--- src/rtl/bhpq_pkg.sv ---
// Shared types and codes for the binary heap priority queue.
// Action and status codes, parameter defaults, controller/datapath interface.
// No dependencies.
package bhpq_pkg;

   localparam int CAPACITY_DEF  = 64;
   localparam int KEY_BITS_DEF  = 16;
   localparam int DATA_BITS_DEF = 32;

   localparam int ACT_W  = 2;
   localparam int STAT_W = 2;

   localparam logic [ACT_W-1:0] ACT_INSERT = 2'd0;
   localparam logic [ACT_W-1:0] ACT_REMOVE = 2'd1;
   localparam logic [ACT_W-1:0] ACT_CLEAR  = 2'd2;

   localparam logic [STAT_W-1:0] STAT_OK    = 2'd0;
   localparam logic [STAT_W-1:0] STAT_FULL  = 2'd1;
   localparam logic [STAT_W-1:0] STAT_EMPTY = 2'd2;

   typedef struct packed {
      logic load_req;
      logic ins_start;
      logic rem_start;
      logic set_full;
      logic set_empty;
      logic clear;
      logic up_read;
      logic dn_read;
      logic rem_load;
      logic wr_elem;
      logic up_move;
      logic dn_move;
      logic emit;
   } cmd_type;

   typedef struct packed {
      logic count_zero;
      logic count_full;
      logic pos_root;
      logic dn_leaf;
      logic up_swap;
      logic dn_swap;
   } stat_type;

endpackage

--- src/rtl/bhpq_ctrl.sv ---
// Sequencer for the heap queue: accepts a request, steps sift-up or sift-down
// and hands the result to the output register. Depends on bhpq_pkg.
module bhpq_ctrl
   import bhpq_pkg::*;
(
   input  logic             clock,
   input  logic             reset,
   input  logic             req_tvalid,
   output logic             req_tready,
   input  logic [ACT_W-1:0] req_action,
   output logic             rsp_tvalid,
   input  logic             rsp_tready,
   input  stat_type         stat,
   output cmd_type          cmd
);

   typedef enum logic [2:0] {
      ST_IDLE,
      ST_UP_CHK,
      ST_UP_CMP,
      ST_RM_LOAD,
      ST_DN_CHK,
      ST_DN_CMP,
      ST_RESULT
   } state_type;

   state_type state_ff, state_in;
   logic      rsp_tvalid_ff, rsp_tvalid_in;
   logic      accept;

   assign req_tready = (state_ff == ST_IDLE);
   assign accept     = req_tvalid & req_tready;
   assign rsp_tvalid = rsp_tvalid_ff;

   always_comb begin
      cmd      = '0;
      state_in = state_ff;
      case (state_ff)
         ST_IDLE: begin
            if (accept) begin
               cmd.load_req = 1'b1;
               case (req_action)
                  ACT_INSERT: begin
                     if (stat.count_full) begin
                        cmd.set_full = 1'b1;
                        state_in     = ST_RESULT;
                     end else begin
                        cmd.ins_start = 1'b1;
                        state_in      = ST_UP_CHK;
                     end
                  end
                  ACT_REMOVE: begin
                     if (stat.count_zero) begin
                        cmd.set_empty = 1'b1;
                        state_in      = ST_RESULT;
                     end else begin
                        cmd.rem_start = 1'b1;
                        state_in      = ST_RM_LOAD;
                     end
                  end
                  ACT_CLEAR: begin
                     cmd.clear = 1'b1;
                     state_in  = ST_RESULT;
                  end
                  default: begin
                     state_in = ST_RESULT;
                  end
               endcase
            end
         end
         ST_UP_CHK: begin
            if (stat.pos_root) begin
               cmd.wr_elem = 1'b1;
               state_in    = ST_RESULT;
            end else begin
               cmd.up_read = 1'b1;
               state_in    = ST_UP_CMP;
            end
         end
         ST_UP_CMP: begin
            if (stat.up_swap) begin
               cmd.up_move = 1'b1;
               state_in    = ST_UP_CHK;
            end else begin
               cmd.wr_elem = 1'b1;
               state_in    = ST_RESULT;
            end
         end
         ST_RM_LOAD: begin
            cmd.rem_load = 1'b1;
            state_in     = ST_DN_CHK;
         end
         ST_DN_CHK: begin
            if (stat.dn_leaf) begin
               cmd.wr_elem = 1'b1;
               state_in    = ST_RESULT;
            end else begin
               cmd.dn_read = 1'b1;
               state_in    = ST_DN_CMP;
            end
         end
         ST_DN_CMP: begin
            if (stat.dn_swap) begin
               cmd.dn_move = 1'b1;
               state_in    = ST_DN_CHK;
            end else begin
               cmd.wr_elem = 1'b1;
               state_in    = ST_RESULT;
            end
         end
         ST_RESULT: begin
            if (!rsp_tvalid_ff || rsp_tready) begin
               cmd.emit = 1'b1;
               state_in = ST_IDLE;
            end
         end
         default: begin
            state_in = ST_IDLE;
         end
      endcase
   end

   always_comb begin
      if (cmd.emit) begin
         rsp_tvalid_in = 1'b1;
      end else if (rsp_tready) begin
         rsp_tvalid_in = 1'b0;
      end else begin
         rsp_tvalid_in = rsp_tvalid_ff;
      end
   end

   always_ff @(posedge clock) begin
      if (reset) begin
         state_ff      <= ST_IDLE;
         rsp_tvalid_ff <= 1'b0;
      end else begin
         state_ff      <= state_in;
         rsp_tvalid_ff <= rsp_tvalid_in;
      end
   end

endmodule

--- config.mk ---
export PLATFORM = sky130hd
export DESIGN_NAME = bhpq_ctrl
export DESIGN_NICKNAME = d
export VERILOG_FILES = /design/src/rtl/bhpq_pkg.sv /design/src/rtl/bhpq_ctrl.sv
export SDC_FILE = /design/constraint.sdc
export NUM_CORES = 1
export LEC_CHECK = 0
export BUFFER_PORTS_ARGS = -buffer_cell sky130_fd_sc_hd__buf_4
export CAP_MARGIN = 25
export CORE_AREA = 4 4 41 43
export CTS_CLUSTER_DIAMETER = 60
export DETAILED_ROUTE_END_ITERATION = 10
export DIE_AREA = 0 0 45 47
export PLACE_DENSITY = 0.71
export SETUP_SLACK_MARGIN = 0.15
export SLEW_MARGIN = 20
export SYNTH_ARGS = -nofsm -noshare
export SYNTH_HDL_FRONTEND = slang
export SYNTH_SLANG_ARGS = --single-unit
--- constraint.sdc ---
create_clock -name clock -period 3.5 [get_ports clock]
set_input_delay 0.175 -clock clock [delete_from_list [all_inputs] [get_ports clock]]
set_output_delay 0.175 -clock clock [all_outputs]
set_load 0.01 [all_outputs]
==> results of run 1 <==
==> state kept, by name, summed over array words and instances, names as in the netlist <==
register    count
rsp_tvalid      1
state_ff        3
==> kinds of logic after synthesis <==
| kind of cell | share of synthesized area, % |
|---|---|
| AOI/OAI and AO/OA | 18.91 |
| buffers and inverters | 8.881 |
| DFF | 18.34 |
| muxes | 2.292 |
| and+or+nand+nor | 51.57 |
==> critical path: cells and delay by family (launching register included) <==
family        cells  cell delay (ns)
buf+inv           2             0.19
simple gates      2             0.79
flops             1             0.43
==> report_power, final <==
group	switching [W]	internal, W	leakage [nW]
logic	0.000115	0.000146	0.268
clock network	0.0000180	0.0000383	0.0138
registers	0.0000553	0.0000632	0.0329
total	0.000188	0.000247	0.315
==> cells in the mapped netlist <==
library cell	n	area [µm²]
nor2b_1	2	12.51
a311oi_1	2	17.52
and2b_1	2	15.01
nand3_1	1	5.000
nor2_1	4	15.01
nor3b_1	3	22.52
and3_1	1	6.260
and4bb_1	2	25.02
nor4b_2	1	15.01
or4_1	1	7.510
o41ai_1	1	8.760
mux2i_1	1	10.01
nor3_2	1	10.01
o22ai_1	1	6.260
a311oi_2	1	15.01
dfxtp_1	4	80.08
buf_2	1	5.000
a211oi_2	1	12.51
nand2_1	5	18.77
a21bo_1	1	10.01
nor3_1	3	15.01
and4bb_2	1	12.51
or4b_4	1	13.76
and4b_1	1	10.01
inv_2	1	3.750
inv_1	2	7.510
and4_1	1	8.760
buf_4	3	22.52
and3b_4	1	12.51
a22oi_2	1	12.51
==> stage by stage <==
stage	hold slack, ns	power [W]	utilization (%)	instances	setup slack, ns
after floorplan	0.2429	0.0002955	-	51	2.146
after global placement	0.3749	0.0003789	47.88	88	1.967
after detailed placement	0.3791	0.0003805	47.88	88	1.952
after CTS	0.1274	0.0004412	49.62	91	1.685
after global routing	0.1342	0.0004776	49.62	91	1.576
final	0.1345	0.0004355	49.62	91	1.700
==> metal layers <==
metal / GRT usage (%) / wire (µm)
met5: 0 / 0
met4: 2.339 / 0
met3: 4.598 / 107
met2: 17.80 / 518
met1: 15.65 / 507
==> placed cells by master (no fill, tap or decap), drive strengths merged, types with 2 or more instances in the layout <==
cell,n
and2b,2
nor3,4
nor2,4
inv,3
clkbuf,3
nor3b,3
a311oi,3
dfxtp,4
nand2,5
buf,26
nor2b,2
and4bb,3
==> path summary, 6_finish.rpt <==
| path | startpoint | end |
|---|---|---|
| hold reg to reg | rsp_tvalid | rsp_tvalid |
| hold / removal | reset | state_ff[1] |
| setup / recovery | state_ff[0] | cmd[8] |
| setup reg to reg | state_ff[1] | state_ff[1] |
==> final cells by class <==
cell class              instances  area [µm²]
clock buffers                   3       22.52
fillers                       141       655.6
inverters                       3       11.26
multi-input cells              40       317.8
flip-flops and latches          4       80.08
well taps                      15       18.77
repair buffers                 26       195.2
==> results.cfg, run 1 <==
[timing]
maxSlewHeadroom_pct = 68.14
tns_ns = 0
fin_crit_sh_pct = 51.43
fin_crit_ns = 1.800
fmax_ghz = 0.5555
worst_pin_slew_ns = 0.4772
hold_viol_final = 0
clock_skew_ns = 0.003707
setup_viol = 0
rsz0062_at_grt = false
finalMaxSlewViolations = 0

[drt]
via_per_inst = 5.286
drt_drc_violations_left = 0
wl_per_cell_um = 12.44
wirelength_mm = 1.132
ant_nets = 0
drt_iter0_drc = 12
dr.pass1.iters = 4
vias = 481

[cts]
clkSlewWorstSetupHoldPaths_ns = 0.04
post_cts_resized = 0
cts_buffers = 3
ctsLongestPathBuffers = 2
ctsRootBufferMaster = clkbuf_4
cts.sinks = 4
hold_buffers = 0
cts_setup_buffers = 0
insertion_delay_ns = 0.23
htreeDepth = 1
cts_tree = built

[yosys]
ys_warn_count = 0
synth_cells = 51
syn-num-nets = 63
yosysSeqAreaShare_pct = 18.34
avgSynthCellArea_um2 = 8.562
syn_area_um2 = 436.7
synth.distinct_cells = 30
synth-seq-cells = 4

[power_and_ir_drop]
p_leak_nw = 0.3148
power_density_nw_per_um2 = 674.6
peakVddDrop_v = 0.0002843

[critical_path]
cp_slowest_stage_delay_ns = 0.60
required_ns = 3.32
cp_cell_sequence = or4b_4 > inv_2 > and4_1 > buf_4
r2r_setup_slack_ns = 2.07
crit_fanout = 14
worstSetupPathType = flop to output port
cp-start-kind = flop
end_kind = output port
reg2reg_depth = 3
cp.arrival_ns = 1.63
slowest_stage = or4b_4

[layout]
num-nets-final = 90
stdcell_area_um2 = 645.6
antenna_cells = 0
final_layout_size_suffix_gt1_share_pct = 50.00
area_growth_pct = 47.85

[die]
die_area_um2 = 2115
die_h_um = 47
initial_core_util_pct = 33.56
io_pins = 27
die_w_um = 45
row_count = 13
core_um2 = 1301

[placement]
placed_area_um2 = 623.1
place.port_buffers = 26
dp.final_hpwl_um = 874.7
gp_congestion = 0.7257

[grt]
grt_pass1_vias = 447
grt_pass1_wl_mm = 1.869
grt_max_degree = 16
antenna_found_initial = 0
grt_util_all_layers_pct = 11.68
grt-ovfl-total = 0

[outcome]
status = finished, final reports clean

[job]
cap_violations = 0

[worst_hold_path]
holdPathStages = 2
min_path_type = input pin to flop
No activity file was read; power rests on OpenSTA's default activity.
==> inputs of run 2 (changes only) <==
--- a/config.mk
+++ b/config.mk
@@ -11,7 +11,7 @@
 export CTS_CLUSTER_DIAMETER = 60
 export DETAILED_ROUTE_END_ITERATION = 10
 export DIE_AREA = 0 0 45 47
-export PLACE_DENSITY = 0.71
+export PLACE_DENSITY = 0.73
 export SETUP_SLACK_MARGIN = 0.15
 export SLEW_MARGIN = 20
 export SYNTH_ARGS = -nofsm -noshare
==> constraint.sdc (replaced) <==
create_clock -name clock -period 1.49 [get_ports clock]
set_input_delay 0.0745 -clock clock [delete_from_list [all_inputs] [get_ports clock]]
set_output_delay 0.0745 -clock clock [all_outputs]
set_load 0.01 [all_outputs]
==> results.cfg, run 2 (synthesis gave the netlist of run 1 again) <==
[drt]
met1_length_um = 607
route.met2.wl_um = 834
wirelength_mm = 1.559
ant_nets = 0
dr.pass1.iters = 4
via_per_inst = 5.119
dr_wl_met3_um = 118
top_layer = met3
vias = 558
wl_per_cell_um = 14.30
drt_iter0_drc = 7
drt_drc_violations_left = 0

[timing]
worst_pin_slew_ns = 0.3868
fin_ws_ns = -0.05596
rsz0062_at_grt = true
hold-worst-slack_ns = 0.02744
hold_viol_final = 0
finalMaxSlewViolations = 0
fmax_ghz = 0.6468
maxSlewHeadroom_pct = 73.88
fin_crit_ns = 1.546
setup_viol = 2
fin_crit_sh_pct = 103.8
clock_skew_ns = 0.0006231

[critical_path]
worstSetupPathType = flop to output port
cp-start-kind = flop
required_ns = 1.42
crit_fanout = 4
cp.arrival_ns = 1.47
end_kind = output port

[die]
die_h_um = 47
io_pins = 27
core_um2 = 1301
die_w_um = 45
row_count = 13
initial_core_util_pct = 33.56
die_area_um2 = 2115

[layout]
antenna_cells = 0
area_growth_pct = 97.99
top_register = state_ff
num-nets-final = 108
stdcell_area_um2 = 864.6
final_layout_size_suffix_gt1_share_pct = 68.09
layout_common_cells = buf_4 (37), buf_6 (7), nand2_1 (5)
final_cells = 109
fill_cells = 115
layout_commonest_cell = buf_4
largest_reg_flops = 3

[power_and_ir_drop]
p_switching_w = 0.0005953
p_total_w = 0.001553
peakVddDrop_v = 0.001469
swShare_pct = 38.32
power_frac_clock_pct = 8.7
seqPwrFrac_pct = 15.2
p_int_w = 0.0009580
p_leak_nw = 0.4258
power_density_nw_per_um2 = 1797
power_frac_comb_pct = 76.1

[grt]
grt_pass1_wl_mm = 2.456
grt-ovfl-total = 0
grt_max_degree = 11
grt_util_all_layers_pct = 15.86
grt_pass1_vias = 573
antenna_found_initial = 0

[cts]
hold_buffers = 0
ctsRootBufferMaster = clkbuf_4
cts_tree = built
clkSlewWorstSetupHoldPaths_ns = 0.04
insertion_delay_ns = 0.23
cts_buffers = 3
ctsLongestPathBuffers = 2
cts.sinks = 4
htreeDepth = 1

[outcome]
status = finished, violations left
violations = setup timing

[placement]
place.port_buffers = 26
dp.final_hpwl_um = 962.2
placed_area_um2 = 645.6
gp_congestion = 0.7552
dp.cells = 91

[job]
cap_violations = 0

[worst_hold_path]
min_path_type = input pin to flop
-- run 2: cell count changes in the layout (fill, tap and decap cells not counted), sizes merged --
| cell | change |
|---|---|
| buf | +18 |
-- run 2: cell type report --
type	count	area (µm²)	area share, %
multi-input cells	40	364.1	42.11
repair buffers	44	356.6	41.24
flip-flops and latches	4	91.34	10.56
clock buffers	3	22.52	2.605
well taps	15	18.77	2.171
inverters	3	11.26	1.302
-- run 2: metal layers --
layer,GRT usage [%],vias to the layer above
li1,-,281
met1,17.23,256
met2,29.94,21
met3,4.981,0
met4,3.509,0
met5,0,-
-- run 2: path summary, 6_finish.rpt --
check	start	end	slack (ns)	cells past startpoint
min	reset	state_ff[1]	0.03	2
max reg2reg	state_ff[0]	state_ff[1]	0.03	4
max	state_ff[1]	cmd[8]	-0.06	4
min reg2reg	state_ff[2]	state_ff[1]	0.65	3
-- run 2: per-stage QoR --
stage | utilization [%] | worst slack (ns) | setup TNS [ns]
2_1_floorplan | - | 0.2364 | 0
5_1_grt | 66.44 | -0.1144 | -0.3920
6_report | 66.44 | -0.05596 | -0.08068
3_5_place_dp | 49.62 | 0.1108 | 0
3_3_place_gp | 49.62 | 0.1282 | 0
4_1_cts | 59.33 | -0.05963 | -0.1037
-- run 2: critical path, cell delays in order, from the launching register on --
cell     delay (ns)
dfxtp_4        0.35
or4b_4         0.54
inv_2          0.07
and4_1         0.18
buf_6          0.10
-- run 2: what timing repair did --
action	4_1_cts	5_1_grt
setup endpoints to repair	13	13
hold endpoints to repair	0	0
resized for setup	13	8
cloned	0	0
setup buffers	8	7
pin swaps	4	6
-- run 2: power groups by stage --
stage / registers (W) / clock network [W] / logic [W]
3_3_place_gp: 0.000229 / 0 / 0.000717
6_report: 0.000236 / 0.000135 / 0.00118
5_1_grt: 0.000246 / 0.000151 / 0.00128
3_5_place_dp: 0.000228 / 0 / 0.000718
2_1_floorplan: 0.000190 / 0 / 0.000504
4_1_cts: 0.000226 / 0.000140 / 0.000951
==> inputs of run 3 (changes only) <==
--- a/config.mk
+++ b/config.mk
@@ -12,6 +12,7 @@
 export DETAILED_ROUTE_END_ITERATION = 10
 export DIE_AREA = 0 0 45 47
 export PLACE_DENSITY = 0.73
+export REMOVE_ABC_BUFFERS = 1
 export SETUP_SLACK_MARGIN = 0.15
 export SLEW_MARGIN = 20
 export SYNTH_ARGS = -nofsm -noshare
==> results.cfg, run 3 (synthesis gave the netlist of run 1 again) <==
[grt]
grt_max_degree = 14
grt-ovfl-total = 0
grt_pass1_vias = 521
grt_pass1_wl_mm = 2.083
antenna_found_initial = 0
grt_util_all_layers_pct = 13.18

[timing]
rsz0062_at_grt = true
hold_viol_final = 0
fmax_ghz = 0.6348
finalMaxSlewViolations = 0
maxSlewHeadroom_pct = 72.31
fin_crit_ns = 1.575
setup_viol = 4
clock_skew_ns = 0.0005815
fin_crit_sh_pct = 105.7
worst_pin_slew_ns = 0.4100
hold-worst-slack_ns = 0.01929
fin_ws_ns = -0.08533

[drt]
drt_drc_violations_left = 0
wl_per_cell_um = 15.48
dr.pass1.iters = 4
via_per_inst = 5.346
ant_nets = 0
vias = 556
wirelength_mm = 1.610
drt_iter0_drc = 12

[critical_path]
cp_slowest_stage_delay_ns = 0.54
worstSetupPathType = flop to output port
endpoint = cmd[8]
crit_fanout = 4
cp_cell_sequence = or4b_4 > inv_2 > and4_1 > buf_6
r2r_setup_slack_ns = 0.04
cp.arrival_ns = 1.50
critical_path.startpoint = state_ff[2]
cp-start-kind = flop
required_ns = 1.42
rr_startpoint = state_ff[0]
end_kind = output port
worst_r2r_endpoint = state_ff[2]
slowest_stage = or4b_4
reg2reg_depth = 4

[layout]
num-nets-final = 103
top_register = state_ff
largest_reg_flops = 3
layout_commonest_cell = buf_4
layout_common_cells = buf_4 (33), buf_6 (6), nand2_1 (5)
final_core_util_pct = 64.62
antenna_cells = 0
area_growth_pct = 92.55
final_layout_size_suffix_gt1_share_pct = 68.54
fill_cells = 122

[outcome]
violations = setup timing
status = finished, violations left

[cts]
hold_buffers = 0
clkSlewWorstSetupHoldPaths_ns = 0.04
htreeDepth = 1
insertion_delay_ns = 0.24
cts_buffers = 3
cts_tree = built
ctsLongestPathBuffers = 2
cts.sinks = 4
ctsRootBufferMaster = clkbuf_4

[die]
row_count = 13
io_pins = 27
die_h_um = 47
die_w_um = 45
core_um2 = 1301
die_area_um2 = 2115
initial_core_util_pct = 33.56

[power_and_ir_drop]
p_int_w = 0.0008887
swShare_pct = 40.67
p_leak_nw = 0.4034
power_frac_comb_pct = 74.0
power_frac_clock_pct = 9.7
p_switching_w = 0.0006091
peakVddDrop_v = 0.0009133
power_density_nw_per_um2 = 1781
seqPwrFrac_pct = 16.3

[placement]
place.port_buffers = 26
gp_congestion = 0.7568
dp.final_hpwl_um = 982.9

[job]
cap_violations = 0

[worst_hold_path]
min_path_type = input pin to flop
run 3: cell types whose count changed in the layout (fill, tap and decap cells not counted), sizes merged:
cell	delta
buf	-5
run 3: worst min path at each step:
stage	start	endpoint	slack (ns)	cells past startpoint
2_1_floorplan	reset	state_ff[1]	0.14	1
3_3_place_gp	reset	state_ff[1]	0.27	2
3_5_place_dp	reset	state_ff[1]	0.27	2
4_1_cts	reset	state_ff[1]	0.02	2
5_1_grt	reset	state_ff[1]	0.007	2
6_report	reset	state_ff[1]	0.02	2
run 3: repair_timing:
| item | in CTS | in global routing |
|---|---|---|
| resized for setup | 9 | 15 |
| pin swaps | 3 | 7 |
| gates cloned | 0 | 0 |
| setup buffers | 2 | 8 |
| endpoints found under the setup margin | 13 | 14 |
run 3: cell type report:
| class | count | area (µm²) | area share [%] |
|---|---|---|---|
| Clock buffer | 3 | 22.52 | 2.679 |
| Tap cell | 15 | 18.77 | 2.232 |
| Multi-Input combinational cell | 40 | 381.6 | 45.39 |
| Sequential cell | 4 | 91.34 | 10.86 |
| Timing Repair Buffer | 39 | 315.3 | 37.50 |
| Inverter | 3 | 11.26 | 1.339 |
run 3: power groups by stage:
stage | clock network (W) | registers [W] | logic [W]
3_3_place_gp | 0 | 0.000241 | 0.000701
2_1_floorplan | 0 | 0.000244 | 0.000397
3_5_place_dp | 0 | 0.000240 | 0.000708
6_report | 0.000145 | 0.000245 | 0.00111
5_1_grt | 0.000161 | 0.000248 | 0.00119
4_1_cts | 0.000141 | 0.000247 | 0.000789
run 3: per-stage QoR:
step	cell area (µm²)	power, W	cells	setup TNS [ns]	worst slack [ns]
2_1_floorplan	409.1	0.0006407	47	0	0.1468
3_3_place_gp	645.6	0.0009411	91	0	0.1279
3_5_place_dp	645.6	0.0009481	91	0	0.1072
4_1_cts	708.2	0.001177	96	-0.1472	-0.06702
5_1_grt	840.8	0.001597	104	-0.5050	-0.1104
6_report	840.8	0.001498	104	-0.1660	-0.08533
run 3: metal layers:
| metal | global-route usage (%) | vias to the layer above | wire length, µm | part of all wire (%) |
|---|---|---|---|---|
| met5 | 0 | - | 0 | 0 |
| met1 | 13.83 | 263 | 622 | 39 |
| met4 | 0 | 0 | 0 | 0 |
| met3 | 6.130 | 0 | 123 | 7.6 |
| li1 | - | 270 | - | - |
| met2 | 25.42 | 23 | 864 | 54 |
run 3: critical path: cells and delay by family, from the launching register on:
kind | cells | cell delay, ns
buffers and inverters | 2 | 0.18
flip-flops | 1 | 0.35
AND/OR/NAND/NOR | 2 | 0.73
